## src/hw/rtl/acfp_pkg.sv

```systemverilog
`default_nettype none

package acfp_pkg;

    // Number of bytes of one field that take part in the conversion.
    localparam int FIELD_CHARS = 14;
    localparam int FLEN_W      = $clog2(FIELD_CHARS + 1);

    // Configuration port geometry: one 32-bit register at byte address 0.
    localparam int ADDR_W         = 3;
    localparam int REG_IDX_W      = ADDR_W - 2;
    localparam logic [REG_IDX_W-1:0] REG_MAX_FRAME_LEN = '0;
    localparam logic [7:0] MAX_LEN_RESET = 8'd150;

    // Byte codes of the frame syntax.
    localparam logic [7:0] CH_DOLLAR = 8'h24;
    localparam logic [7:0] CH_STAR   = 8'h2A;
    localparam logic [7:0] CH_COMMA  = 8'h2C;
    localparam logic [7:0] CH_TAB    = 8'h09;
    localparam logic [7:0] CH_LF     = 8'h0A;
    localparam logic [7:0] CH_CR     = 8'h0D;
    localparam logic [7:0] CH_SPACE  = 8'h20;
    localparam logic [7:0] CH_PLUS   = 8'h2B;
    localparam logic [7:0] CH_MINUS  = 8'h2D;
    localparam logic [7:0] CH_DOT    = 8'h2E;
    localparam logic [7:0] CH_ZERO   = 8'h30;
    localparam logic [7:0] CH_NINE   = 8'h39;

    // Magnitude bound and positive limit of a converted field.
    localparam logic [31:0] SAT_MAG = 32'h8000_0000;
    localparam logic [31:0] POS_MAX = 32'h7FFF_FFFF;

    // Comma positions that close the velocity and steering fields.
    localparam logic [1:0] COMMA_VEL = 2'd1;
    localparam logic [1:0] COMMA_STR = 2'd2;
    localparam logic [1:0] COMMA_MAX = 2'd3;
    localparam logic [1:0] FRAC_MAX  = 2'd3;

    typedef enum logic [1:0] {
        FR_HUNT,
        FR_START,
        FR_BODY
    } t_frame;

    typedef enum logic [2:0] {
        PH_BLANK,
        PH_SIGN,
        PH_INT,
        PH_FRAC,
        PH_DONE
    } t_phase;

    typedef struct packed {
        logic [31:0]       accum;
        logic              negative;
        t_phase            phase;
        logic [1:0]        frac;
        logic [FLEN_W-1:0] len;
    } t_field;

    localparam t_field FIELD_CLEAR = '{
        accum:    32'd0,
        negative: 1'b0,
        phase:    PH_BLANK,
        frac:     2'd0,
        len:      '0
    };

    typedef struct packed {
        logic [31:0] velocity;
        logic [31:0] steering;
        logic        vel_upd;
        logic        str_upd;
    } t_result;

    // Weight in thousandths of a fraction digit at the given position.
    function automatic logic [6:0] frac_weight(input logic [1:0] pos);
        logic [6:0] w;
        case (pos)
            2'd0:    w = 7'd100;
            2'd1:    w = 7'd10;
            default: w = 7'd1;
        endcase
        return w;
    endfunction

endpackage

`default_nettype wire

```

## src/hw/rtl/ascii_command_frame_parser.sv

```systemverilog
`default_nettype none
// The '*' closing a frame pushes a result beat into the output register or skid entry.
// Throughput: one received byte per cycle while o_rx_stall is low; the per-byte update
// is one pass of the frame and field logic between the state registers.
// A two-entry result queue keeps bytes flowing while one result waits downstream.
// Reset is synchronous and active low; it empties the queue and clears all held state.

module ascii_command_frame_parser
    import acfp_pkg::*;
(
    input  wire logic              i_clk,
    input  wire logic              i_rst_n,

    input  wire logic              i_rx_valid,
    output logic                   o_rx_stall,
    input  wire logic [7:0]        i_rx_byte,

    output logic                   o_res_valid,
    input  wire logic              i_res_stall,
    output logic signed [31:0]     o_velocity_milli,
    output logic signed [31:0]     o_steering_milli,
    output logic                   o_velocity_updated,
    output logic                   o_steering_updated,

    input  wire logic              psel,
    input  wire logic              penable,
    input  wire logic              pwrite,
    input  wire logic [ADDR_W-1:0] paddr,
    input  wire logic [31:0]       pwdata,
    output logic [31:0]            prdata,
    output logic                   pready
);

    t_frame      r_state, n_state;
    logic [7:0]  r_fb, n_fb;
    logic [1:0]  r_commas, n_commas;
    t_field      r_fld, n_fld;
    t_field      fld_fed;
    logic [31:0] fld_value;
    logic [31:0] r_pend_vel, n_pend_vel;
    logic [31:0] r_pend_str, n_pend_str;
    logic [1:0]  r_pend_flags, n_pend_flags;
    logic [31:0] r_held_vel, n_held_vel;
    logic [31:0] r_held_str, n_held_str;
    logic [7:0]  r_max_len;
    logic        accept;
    logic        push;
    logic        pop;
    logic [7:0]  fb_inc;
    t_result     res_new;
    t_result     r_out, r_skid;
    logic        r_out_valid, r_skid_valid;

    // Configuration register.
    assign pready = 1'b1;
    assign prdata = (paddr[ADDR_W-1:2] == REG_MAX_FRAME_LEN) ? {24'd0, r_max_len} : 32'd0;

    always_ff @(posedge i_clk) begin
        if (!i_rst_n) begin
            r_max_len <= MAX_LEN_RESET;
        end else if (psel && penable && pwrite && pready &&
                     paddr[ADDR_W-1:2] == REG_MAX_FRAME_LEN) begin
            r_max_len <= pwdata[7:0];
        end
    end

    // Field conversion for the byte on the input.
    acfp_field u_field (
        .i_byte  (i_rx_byte),
        .i_cur   (r_fld),
        .o_next  (fld_fed),
        .o_value (fld_value)
    );

    assign o_rx_stall = r_skid_valid;
    assign accept     = i_rx_valid && !o_rx_stall;
    assign fb_inc     = (r_fb != 8'd255) ? r_fb + 8'd1 : r_fb;

    // Frame tracking and field bookkeeping for one accepted byte.
    always_comb begin
        n_state      = r_state;
        n_fb         = r_fb;
        n_commas     = r_commas;
        n_fld        = r_fld;
        n_pend_vel   = r_pend_vel;
        n_pend_str   = r_pend_str;
        n_pend_flags = r_pend_flags;
        n_held_vel   = r_held_vel;
        n_held_str   = r_held_str;
        push         = 1'b0;
        if (accept) begin
            if (i_rx_byte == CH_DOLLAR) begin
                n_state      = (8'd1 >= r_max_len) ? FR_HUNT : FR_START;
                n_fb         = 8'd1;
                n_commas     = 2'd0;
                n_fld        = FIELD_CLEAR;
                n_pend_vel   = 32'd0;
                n_pend_str   = 32'd0;
                n_pend_flags = 2'd0;
            end else if (r_state != FR_HUNT) begin
                if (r_state == FR_START &&
                    !(i_rx_byte inside {CH_COMMA, CH_TAB, CH_LF, CH_STAR})) begin
                    n_state = FR_HUNT;
                end else if (i_rx_byte == CH_STAR) begin
                    if (r_pend_flags[0]) begin
                        n_held_vel = r_pend_vel;
                    end
                    if (r_pend_flags[1]) begin
                        n_held_str = r_pend_str;
                    end
                    push    = 1'b1;
                    n_state = FR_HUNT;
                end else begin
                    n_fb    = fb_inc;
                    n_state = (fb_inc >= r_max_len) ? FR_HUNT : FR_BODY;
                    if (i_rx_byte == CH_COMMA) begin
                        if (r_commas == COMMA_VEL) begin
                            n_pend_vel      = fld_value;
                            n_pend_flags[0] = 1'b1;
                        end else if (r_commas == COMMA_STR) begin
                            n_pend_str      = fld_value;
                            n_pend_flags[1] = 1'b1;
                        end
                        if (r_commas != COMMA_MAX) begin
                            n_commas = r_commas + 2'd1;
                        end
                        n_fld = FIELD_CLEAR;
                    end else begin
                        n_fld = fld_fed;
                    end
                end
            end
        end
    end

    assign res_new = '{
        velocity: n_held_vel,
        steering: n_held_str,
        vel_upd:  r_pend_flags[0],
        str_upd:  r_pend_flags[1]
    };

    always_ff @(posedge i_clk) begin
        if (!i_rst_n) begin
            r_state      <= FR_HUNT;
            r_fb         <= 8'd0;
            r_commas     <= 2'd0;
            r_fld        <= FIELD_CLEAR;
            r_pend_vel   <= 32'd0;
            r_pend_str   <= 32'd0;
            r_pend_flags <= 2'd0;
            r_held_vel   <= 32'd0;
            r_held_str   <= 32'd0;
        end else begin
            r_state      <= n_state;
            r_fb         <= n_fb;
            r_commas     <= n_commas;
            r_fld        <= n_fld;
            r_pend_vel   <= n_pend_vel;
            r_pend_str   <= n_pend_str;
            r_pend_flags <= n_pend_flags;
            r_held_vel   <= n_held_vel;
            r_held_str   <= n_held_str;
        end
    end

    // Result queue: an output register backed by one skid entry.
    assign pop = r_out_valid && !i_res_stall;

    always_ff @(posedge i_clk) begin
        if (!i_rst_n) begin
            r_out_valid  <= 1'b0;
            r_skid_valid <= 1'b0;
        end else begin
            if (pop) begin
                if (r_skid_valid) begin
                    r_skid_valid <= 1'b0;
                end else begin
                    r_out_valid <= push;
                end
            end else if (!r_out_valid) begin
                r_out_valid <= push;
            end else if (push) begin
                r_skid_valid <= 1'b1;
            end
        end
    end

    always_ff @(posedge i_clk) begin
        if (pop && r_skid_valid) begin
            r_out <= r_skid;
        end else if (pop || !r_out_valid) begin
            r_out <= res_new;
        end
        if (!pop && r_out_valid && push) begin
            r_skid <= res_new;
        end
    end

    assign o_res_valid        = r_out_valid;
    assign o_velocity_milli   = r_out.velocity;
    assign o_steering_milli   = r_out.steering;
    assign o_velocity_updated = r_out.vel_upd;
    assign o_steering_updated = r_out.str_upd;

    // The skid entry is only ever filled behind a waiting output beat.
    a_skid_behind_out: assert property (@(posedge i_clk) disable iff (!i_rst_n)
        r_skid_valid |-> r_out_valid)
        else $error("skid entry valid without an output beat");

    // A terminator inside a frame body always yields a result beat.
    a_star_gives_beat: assert property (@(posedge i_clk) disable iff (!i_rst_n)
        (accept && r_state == FR_BODY && i_rx_byte == CH_STAR) |=> r_out_valid)
        else $error("terminator produced no result beat");

    // While hunting, only a start byte leaves the hunt.
    a_hunt_holds: assert property (@(posedge i_clk) disable iff (!i_rst_n)
        (r_state == FR_HUNT && !(accept && i_rx_byte == CH_DOLLAR)) |=> r_state == FR_HUNT)
        else $error("left hunt without a start byte");

    // The field magnitude never passes the saturation bound.
    a_accum_bound: assert property (@(posedge i_clk) disable iff (!i_rst_n)
        r_fld.accum <= SAT_MAG)
        else $error("field magnitude beyond saturation bound");

endmodule

`default_nettype wire

```

## src/hw/rtl/acfp_field.sv

```systemverilog
`default_nettype none

module acfp_field
    import acfp_pkg::*;
(
    input  wire logic [7:0]  i_byte,
    input  wire t_field      i_cur,
    output t_field           o_next,
    output logic [31:0]      o_value
);

    logic        digit;
    logic        blank;
    logic [3:0]  d;
    logic [35:0] int_sum;
    logic [32:0] frac_sum;
    logic [31:0] int_sat;
    logic [31:0] frac_sat;

    assign digit = (i_byte >= CH_ZERO) && (i_byte <= CH_NINE);
    assign blank = (i_byte == CH_SPACE) || (i_byte inside {[CH_TAB:CH_CR]});
    assign d     = i_byte[3:0];

    // Integer digit: accum * 10 + d * 1000, capped at the magnitude bound.
    assign int_sum = ({4'b0, i_cur.accum} << 3) + ({4'b0, i_cur.accum} << 1)
                   + 36'(14'(d) * 14'd1000);
    assign int_sat = (int_sum > 36'(SAT_MAG)) ? SAT_MAG : int_sum[31:0];

    // Fraction digit: add the digit at the weight of its position.
    assign frac_sum = {1'b0, i_cur.accum} + 33'(11'(d) * 11'(frac_weight(i_cur.frac)));
    assign frac_sat = (frac_sum > 33'(SAT_MAG)) ? SAT_MAG : frac_sum[31:0];

    // Next field state after one more text byte.
    always_comb begin
        o_next = i_cur;
        if (i_cur.len < FLEN_W'(FIELD_CHARS)) begin
            o_next.len = i_cur.len + 1'b1;
            if (i_cur.phase == PH_BLANK && blank) begin
                o_next.phase = PH_BLANK;
            end else if (i_cur.phase == PH_BLANK &&
                         (i_byte == CH_PLUS || i_byte == CH_MINUS)) begin
                o_next.negative = (i_byte == CH_MINUS);
                o_next.phase    = PH_SIGN;
            end else begin
                case (i_cur.phase)
                    PH_BLANK, PH_SIGN, PH_INT: begin
                        if (digit) begin
                            o_next.accum = int_sat;
                            o_next.phase = PH_INT;
                        end else if (i_byte == CH_DOT) begin
                            o_next.phase = PH_FRAC;
                        end else begin
                            o_next.phase = PH_DONE;
                        end
                    end
                    PH_FRAC: begin
                        if (digit) begin
                            if (i_cur.frac < FRAC_MAX) begin
                                o_next.accum = frac_sat;
                                o_next.frac  = i_cur.frac + 2'd1;
                            end
                        end else begin
                            o_next.phase = PH_DONE;
                        end
                    end
                    default: begin
                        o_next.phase = i_cur.phase;
                    end
                endcase
            end
        end
    end

    // Signed value of the field as it stands, positive side clamped.
    always_comb begin
        if (i_cur.negative) begin
            o_value = 32'd0 - i_cur.accum;
        end else begin
            o_value = (i_cur.accum > POS_MAX) ? POS_MAX : i_cur.accum;
        end
    end

endmodule

`default_nettype wire

```

## config.mk

```make
export PLATFORM = sky130hd
export DESIGN_NAME = ascii_command_frame_parser
export DESIGN_NICKNAME = d
export VERILOG_FILES = /design/src/hw/rtl/acfp_pkg.sv /design/src/hw/rtl/ascii_command_frame_parser.sv /design/src/hw/rtl/acfp_field.sv
export SDC_FILE = /design/constraint.sdc
export NUM_CORES = 1
export LEC_CHECK = 0
export BUFFER_PORTS_ARGS = -buffer_cell sky130_fd_sc_hd__clkbuf_2
export CAP_MARGIN = 40
export CORE_ASPECT_RATIO = 1.1
export CORE_MARGIN = 5
export CORE_UTILIZATION = 55
export CTS_CLUSTER_SIZE = 28
export DETAILED_ROUTE_END_ITERATION = 8
export MAX_ROUTING_LAYER = met4
export PLACE_DENSITY = 0.78
export RECOVER_POWER = 25
export SLEW_MARGIN = 20
export SYNTH_ARGS = -nofsm -noshare
export SYNTH_HDL_FRONTEND = slang
export SYNTH_SLANG_ARGS = --single-unit
export TNS_END_PERCENT = 30
```

## constraint.sdc

```tcl
create_clock -name i_clk -period 13.15 [get_ports i_clk]
set_input_delay 1.9725 -clock i_clk [delete_from_list [all_inputs] [get_ports i_clk]]
set_output_delay 1.9725 -clock i_clk [all_outputs]
set_load 0.02 [all_outputs]
```

== Word level (Yosys, flattened, before mapping) ==
Index checks and enable logic that the tools add are counted.

* $add $sub $neg: 8
* $mul: 2
* $lt $le $gt $ge: 11
* Multiplexer cells: 90
* Reductions and logical operators: 51
* Bitwise operators: 2
* Eq/ne operators: 28

{| class="wikitable"
|+ Operators with widths
! operator !! number
|-
| two-way mux 32 bit || 33
|-
| two-way mux 42 bit || 6
|-
| two-way mux 66 bit || 2
|-
| case mux 32 bit (2 select lines) || 1
|-
| equality test 8 x 6 -> 1 bit (second input constant) || 7
|-
| two-way mux 8 bit || 6
|-
| two-way mux 2 bit || 21
|-
| adder 35 x 33 -> 36 bit || 1
|-
| adder 36 x 14 -> 36 bit || 1
|-
| greater-than comparator 36 x 32 -> 1 bit (second input constant) || 1
|-
| adder 32 x 11 -> 33 bit || 1
|-
| greater-than comparator 33 x 32 -> 1 bit (second input constant) || 1
|-
| two-way mux 33 bit || 1
|-
| greater-than comparator 32 x 31 -> 1 bit (second input constant) || 1
|-
| subtractor 1 x 32 -> 32 bit (first input constant) || 1
|-
| AND reduction 7 bit || 3
|-
| equality test 8 x 4 -> 1 bit (second input constant) || 2
|-
| two-way mux 3 bit || 5
|-
| nonzero test 3 bit || 5
|-
| case mux 7 bit (2 select lines) || 1
|-
| nonzero test 2 bit || 7
|-
| logical AND 1 bit || 13
|-
| two-way mux 1 bit || 13
|-
| != test 4 x 3 -> 1 bit (second input constant) || 3
|-
| other kinds (37) || 56
|}

* Output and inout bits: 101
* Register bits: 326
* Input port bits: 50
* Logic and storage cells: 217

== Depth between registers and ports, before layout ==
* Depth after elaboration: 17
* Gate-level depth with buffers: 26
* Mapped depth without buffers: 23

== Hierarchy ==
From an unflattened synthesis, not the netlist that was laid out.

* Cell total of the unflattened synthesis: 2281
* Area total of the unflattened synthesis: 19927.9 um^2

{| class="wikitable"
|+ Modules (own cells, without submodules)
! module !! cells an instance !! area each (um^2) !! seq. area each (um^2) !! instances
|-
| ascii_command_frame_parser || 1259 || 12996.2 || 7847.5 || 1
|-
| acfp_field || 1022 || 6931.6 || 0.0 || 1
|}

== Worst setup path before layout ==
Ideal clock, no wire load.

* Path kind: in2reg
* From: input port i_res_stall
* To: register r_skid[0] (netlist bit) (enable)
* Path buffers: 0
* Library setup time: 0.652 ns
* Data required time: 12.498 ns
* Stages on the path: 2
* Arrival: 9.680 ns
* Setup slack: 2.818 ns
* Cells stage by stage: nand2_1 nor4_1

* Cells in the longest elaborated chain, start to end: 5

{| class="wikitable"
|+ RTL lines
! item !! line !! text
|-
| start, declared || ascii_command_frame_parser.sv:19 || <nowiki>input wire logic i_res_stall,</nowiki>
|-
| logical NOT 1 bit || ascii_command_frame_parser.sv:168 || <nowiki>assign pop = r_out_valid && !i_res_stall;</nowiki>
|-
| logical AND 1 bit || ascii_command_frame_parser.sv:168 ||
|-
| logical NOT 1 bit || ascii_command_frame_parser.sv:195 || <nowiki>if (!pop && r_out_valid && push) begin</nowiki>
|-
| logical AND 1 bit (2 in series) || ascii_command_frame_parser.sv:195 ||
|-
| end signal, assigned || ascii_command_frame_parser.sv:196 || <nowiki>r_skid <= res_new;</nowiki>
|-
| end, declared || ascii_command_frame_parser.sv:51 || <nowiki>t_result r_out, r_skid;</nowiki>
|}

Every way passes these cells.
A chain may end at the register's enable or synchronous reset.

== Final worst setup path ==
* From: input port i_rx_byte[1]
* To: register r_fld[12] (netlist bit)

* Cells in the longest elaborated chain, start to end: 15
* Elaborated cells on any way between the ends: 52
* Classes of those cells: 2 x add/sub; 2 x mul; 6 x order compare; 15 x eq/ne; 14 x mux; 13 x reduce/logical

{| class="wikitable"
|+ RTL lines
! item !! line !! text
|-
| start, declared || ascii_command_frame_parser.sv:16 || <nowiki>input wire logic [7:0] i_rx_byte,</nowiki>
|-
| multiplier 4 x 7 -> 11 bit || acfp_field.sv:30 || <nowiki>assign frac_sum = {1'b0, i_cur.accum} + 33'(11'(d) * 11'(frac_weight(i_cur.frac)));</nowiki>
|-
| adder 32 x 11 -> 33 bit || acfp_field.sv:30 ||
|-
| greater-than comparator 33 x 32 -> 1 bit || acfp_field.sv:31 || <nowiki>assign frac_sat = (frac_sum > 33'(SAT_MAG)) ? SAT_MAG : frac_sum[31:0];</nowiki>
|-
| two-way mux 32 bit || acfp_field.sv:31 ||
|-
| two-way mux 32 bit || acfp_field.sv:58 || <nowiki>if (i_cur.frac < FRAC_MAX) begin</nowiki>
|-
| two-way mux 32 bit || acfp_field.sv:57 || <nowiki>if (digit) begin</nowiki>
|-
| case mux 32 bit (2 select lines) || acfp_field.sv:45 || <nowiki>case (i_cur.phase)</nowiki>
|-
| two-way mux 32 bit || acfp_field.sv:40 || <nowiki>end else if (i_cur.phase == PH_BLANK &&</nowiki>
|-
| two-way mux 33 bit || acfp_field.sv:38 || <nowiki>if (i_cur.phase == PH_BLANK && blank) begin</nowiki>
|-
| two-way mux 42 bit || acfp_field.sv:36 || <nowiki>if (i_cur.len < FLEN_W'(FIELD_CHARS)) begin</nowiki>
|-
| two-way mux 42 bit || ascii_command_frame_parser.sv:116 || <nowiki>if (i_rx_byte == CH_COMMA) begin</nowiki>
|-
| two-way mux 42 bit || ascii_command_frame_parser.sv:104 || <nowiki>end else if (i_rx_byte == CH_STAR) begin</nowiki>
|-
| two-way mux 42 bit || ascii_command_frame_parser.sv:101 || <nowiki>if (r_state == FR_START &&</nowiki>
|-
| two-way mux 42 bit || ascii_command_frame_parser.sv:100 || <nowiki>end else if (r_state != FR_HUNT) begin</nowiki>
|-
| two-way mux 42 bit || ascii_command_frame_parser.sv:92 || <nowiki>if (i_rx_byte == CH_DOLLAR) begin</nowiki>
|-
| end signal, assigned || ascii_command_frame_parser.sv:158 || <nowiki>r_fld <= n_fld;</nowiki>
|-
| end, declared || ascii_command_frame_parser.sv:37 || <nowiki>t_field r_fld, n_fld;</nowiki>
|}

Several ways; a longest one is shown, not always the timed one. The select of a mux whose other input is x is not followed.

==> impl_metrics.toml <==
[setup_path]
crit_type = "in2reg"
crit_arrival_ns = 8.99
startpoint_type = "input pin"
cp_max_fo = 16
endpoint_kind = "flip-flop"
worstPathRequired_ns = 13.65

[power]
power.share.switching = 0.2316
leakage_nw = 9.374
p_sw_mw = 0.4924
power.share.clock = 0.423
seq_power_share = 0.491
powerDensity_nw_per_um2 = 100.1
p_total_mw = 2.126
combPwrFrac = 0.086
irDropWorstVdd_mv = 0.1200
p_int_mw = 1.633

[finish]
final_layout_size_suffix_gt1_frac = 0.06962
final_core_util = 0.6046
diodes = 0
nNetsFinal = 2383
area_growth_pct = 8.612
final_cell_count_no_fill = 2656
fill_cells = 2984

[grt]
grt.total_usage = 0.2431
grt-ovfl-total = 0
grt_pass1_wl_mm = 77.67
grt_max_degree = 110
antenna_found_initial = 0
grt_pass1_vias = 15100

[sta]
final_max_slew_viol_count = 270
hold_viol = 0
max_freq_mhz = 117.9
whs_ns = 0.4693
finClkSkew_ns = 0.01583
final-setup-viol-count = 0
period_share = 0.6453
period_needed_ns = 8.485
worst_pin_slew_ns = 3.590
tns_ns = 0
rsz0062_at_grt = "no"
relSlewSlack = -1.393

[clock_tree]
postCtsSetupBuffers = 0
htreeDepth = 1
cts_resized = 0
cts_tree = "yes"
clock_latency_ns = 0.57
path_clk_slew_ns = 0.06
hold_buffers = 0
cts_root_buf = "clkbuf_16"
cts.sinks = 326
cts_made_buffers = 30
clk_path_buf_depth = 3

[status]
violations = "max-capacitance violations, max-slew violations"
status = "complete, but fails checks"

[drt]
vias = 15590
wirelength_mm = 48.32
vias_per_cell = 5.871
wire_per_inst_um = 18.19
drt-initial-drc-count = 1124
drtAntennaViolNets = 0
dr.pass1.iters = 5
drc_errors = 0

[yosys]
synth_warnings = 0
synth_cells = 2150
avgSynthCellArea_um2 = 9.096
ys_seq_elements = 326
synthDistinctLibCells = 96
yosysSeqAreaShare = 0.4013
syn-cell-area_um2 = 19560
synthFlopType = "dfxtp_1"
async_flop_share = 0
synth-edff-count = 132

[die]
die_area_um2 = 39430
rows = 72
die_height_um = 207.8
io_pins = 151
start_util = 0.5566
coreArea_um2 = 35130
die_width_um = 189.8

[min_path]
hp-class = "reg2reg"

[run]
drv_cap = 4

[placed_design]
dp_hpwl_mm = 35.71
portBuffers = 99
gp_congestion = 0.9315
placed_cells = 2595
-- flip-flops by register name, summed over array words and instances, names as in the netlist --
signal	count
o_velocity_milli	32
r_fld	42
r_state	2
o_res_valid	1
r_pend_str	32
r_held_str	32
o_rx_stall	1
r_skid	66
r_held_vel	32
o_velocity_updated	1
r_fb	8
o_steering_milli	32
r_pend_flags	2
r_max_len	8
o_steering_updated	1
r_pend_vel	32
r_commas	2
-- metrics by stage --
stage	instance area [um2]	setup slack [ns]
after floorplan	19640	2.818
after global placement	20170	4.224
after detailed placement	20230	4.116
after CTS	21260	4.688
after global routing	21240	4.154
final	21240	4.665
-- path summary, 6_finish.rpt --
check | start | to | slack [ns] | cells past startpoint
min | r_pend_vel[27] | r_pend_vel[27] | 0.47 | 2
max reg2reg | r_fld[4] | r_fld[12] | 6.58 | 20
min reg2reg | r_pend_vel[27] | r_pend_vel[27] | 0.47 | 2
max | i_rx_byte[1] | r_fld[12] | 4.66 | 24
-- power groups by stage --
| stage | Combinational, mW | Clock (mW) | Sequential, mW |
|---|---|---|---|
| detailed placement | 0.180 | 0 | 1.07 |
| global placement | 0.176 | 0 | 1.07 |
| global route | 0.203 | 0.951 | 1.04 |
| CTS | 0.180 | 0.913 | 1.04 |
| floorplan | 0.143 | 0 | 1.07 |
| finish | 0.182 | 0.899 | 1.04 |
-- cell families after synthesis --
| logic type | synth area share |
|---|---|
| multiplexers | 0.04024 |
| buffers and inverters | 0.06756 |
| other | 0.0003840 |
| XOR/XNOR | 0.02822 |
| adder cells (fa/ha/maj) | 0.1054 |
| flip-flops | 0.4013 |
| AND/OR/NAND/NOR | 0.1794 |
| AO/OA/AOI/OAI | 0.1775 |
-- cell type report --
type                            count  area (um2)  area share
Multi-Input combinational cell   1531       10490      0.4938
Sequential cell                   326        7848      0.3695
Clock buffer                       46       883.3     0.04159
Timing Repair Buffer              127       679.4     0.03199
Inverter                          172       645.6     0.03040
Tap cell                          444       555.5     0.02615
Clock inverter                     10       141.4    0.006656
-- cells in the final DEF, fill, tap and decap left out, types with 7 or more instances in the layout --
| cell type | instances |
|---|---|
| a21oi_1 | 145 |
| o21a_1 | 14 |
| nor2_1 | 157 |
| conb_1 | 25 |
| nand4_1 | 32 |
| a31oi_1 | 12 |
| xnor2_1 | 42 |
| or3_1 | 8 |
| ha_1 | 112 |
| fa_1 | 33 |
| o21ai_0 | 78 |
| a21boi_0 | 61 |
| nor2b_1 | 82 |
| and2_1 | 37 |
| xor2_1 | 21 |
| and3_1 | 16 |
| clkbuf_16 | 31 |
| dfxtp_1 | 194 |
| o2111ai_1 | 11 |
| clkbuf_2 | 43 |
| o31ai_1 | 8 |
| inv_1 | 172 |
| a221o_1 | 13 |
| a21o_1 | 19 |
| mux2i_1 | 73 |
| o22ai_1 | 10 |
| o211ai_1 | 29 |
| a311oi_1 | 9 |
| buf_4 | 15 |
| nor4_1 | 15 |
| nand2_1 | 225 |
| a211o_1 | 7 |
| nor3_1 | 46 |
| clkbuf_1 | 71 |
| edfxtp_1 | 132 |
| a211oi_1 | 13 |
| nand3_1 | 42 |
-- metal layers --
| metal | track usage | vias up | part of all wire |
|---|---|---|---|
| met4 | 0.09007 | 0 | 0.039 |
| li1 | - | 7618 | - |
| met2 | 0.4068 | 442 | 0.48 |
| met1 | 0.3103 | 7431 | 0.43 |
| met3 | 0.01917 | 102 | 0.045 |
| met5 | - | - | 0 |
-- critical path, cell delays in order --
cell,delay [ns]
clkbuf_2,0.26
fa_1,0.71
inv_1,0.09
fa_1,0.51
inv_1,0.04
ha_1,0.33
a21oi_1,0.23
o21bai_1,0.09
a21oi_1,0.22
o21ai_0,0.10
a21oi_1,0.20
xnor2_1,0.22
fa_1,0.48
ha_1,0.42
a21oi_1,0.22
o21ai_0,0.19
a221oi_2,0.37
a21oi_2,0.16
a31oi_1,0.20
mux2_2,0.36
or4_4,0.51
or2_1,0.45
a21oi_4,0.42
a221o_1,0.22
-- Yosys cell counts (all sizes together), types with 7 or more instances --
cell / number / area [um2]
a21boi: 62 / 465.5
o21ai: 82 / 414.1
a221oi: 7 / 73.82
nor3: 48 / 250.2
a221o: 13 / 130.1
a21oi: 149 / 768.3
o2111ai: 11 / 96.34
nand3: 43 / 220.2
clkbuf: 96 / 361.6
and3: 16 / 100.1
a211o: 7 / 61.31
o211ai: 31 / 242.7
a31oi: 13 / 87.58
or3: 8 / 50.05
and2: 37 / 231.5
dfxtp: 194 / 3884
a211oi: 15 / 130.1
a311oi: 9 / 78.83
nor4: 17 / 121.4
nor2b: 82 / 513.0
o21a: 14 / 105.1
edfxtp: 132 / 3964
o31ai: 8 / 60.06
nand2: 228 / 855.8
fa: 33 / 660.6
nor2: 158 / 595.6
ha: 112 / 1401
xor2: 21 / 183.9
o22ai: 10 / 62.56
mux2i: 73 / 730.7
buf: 48 / 314.0
nand4: 32 / 200.2
a21o: 19 / 142.6
inv: 172 / 645.6
or4: 8 / 67.56
xnor2: 42 / 367.9
Power figures use the tool's default switching activity.
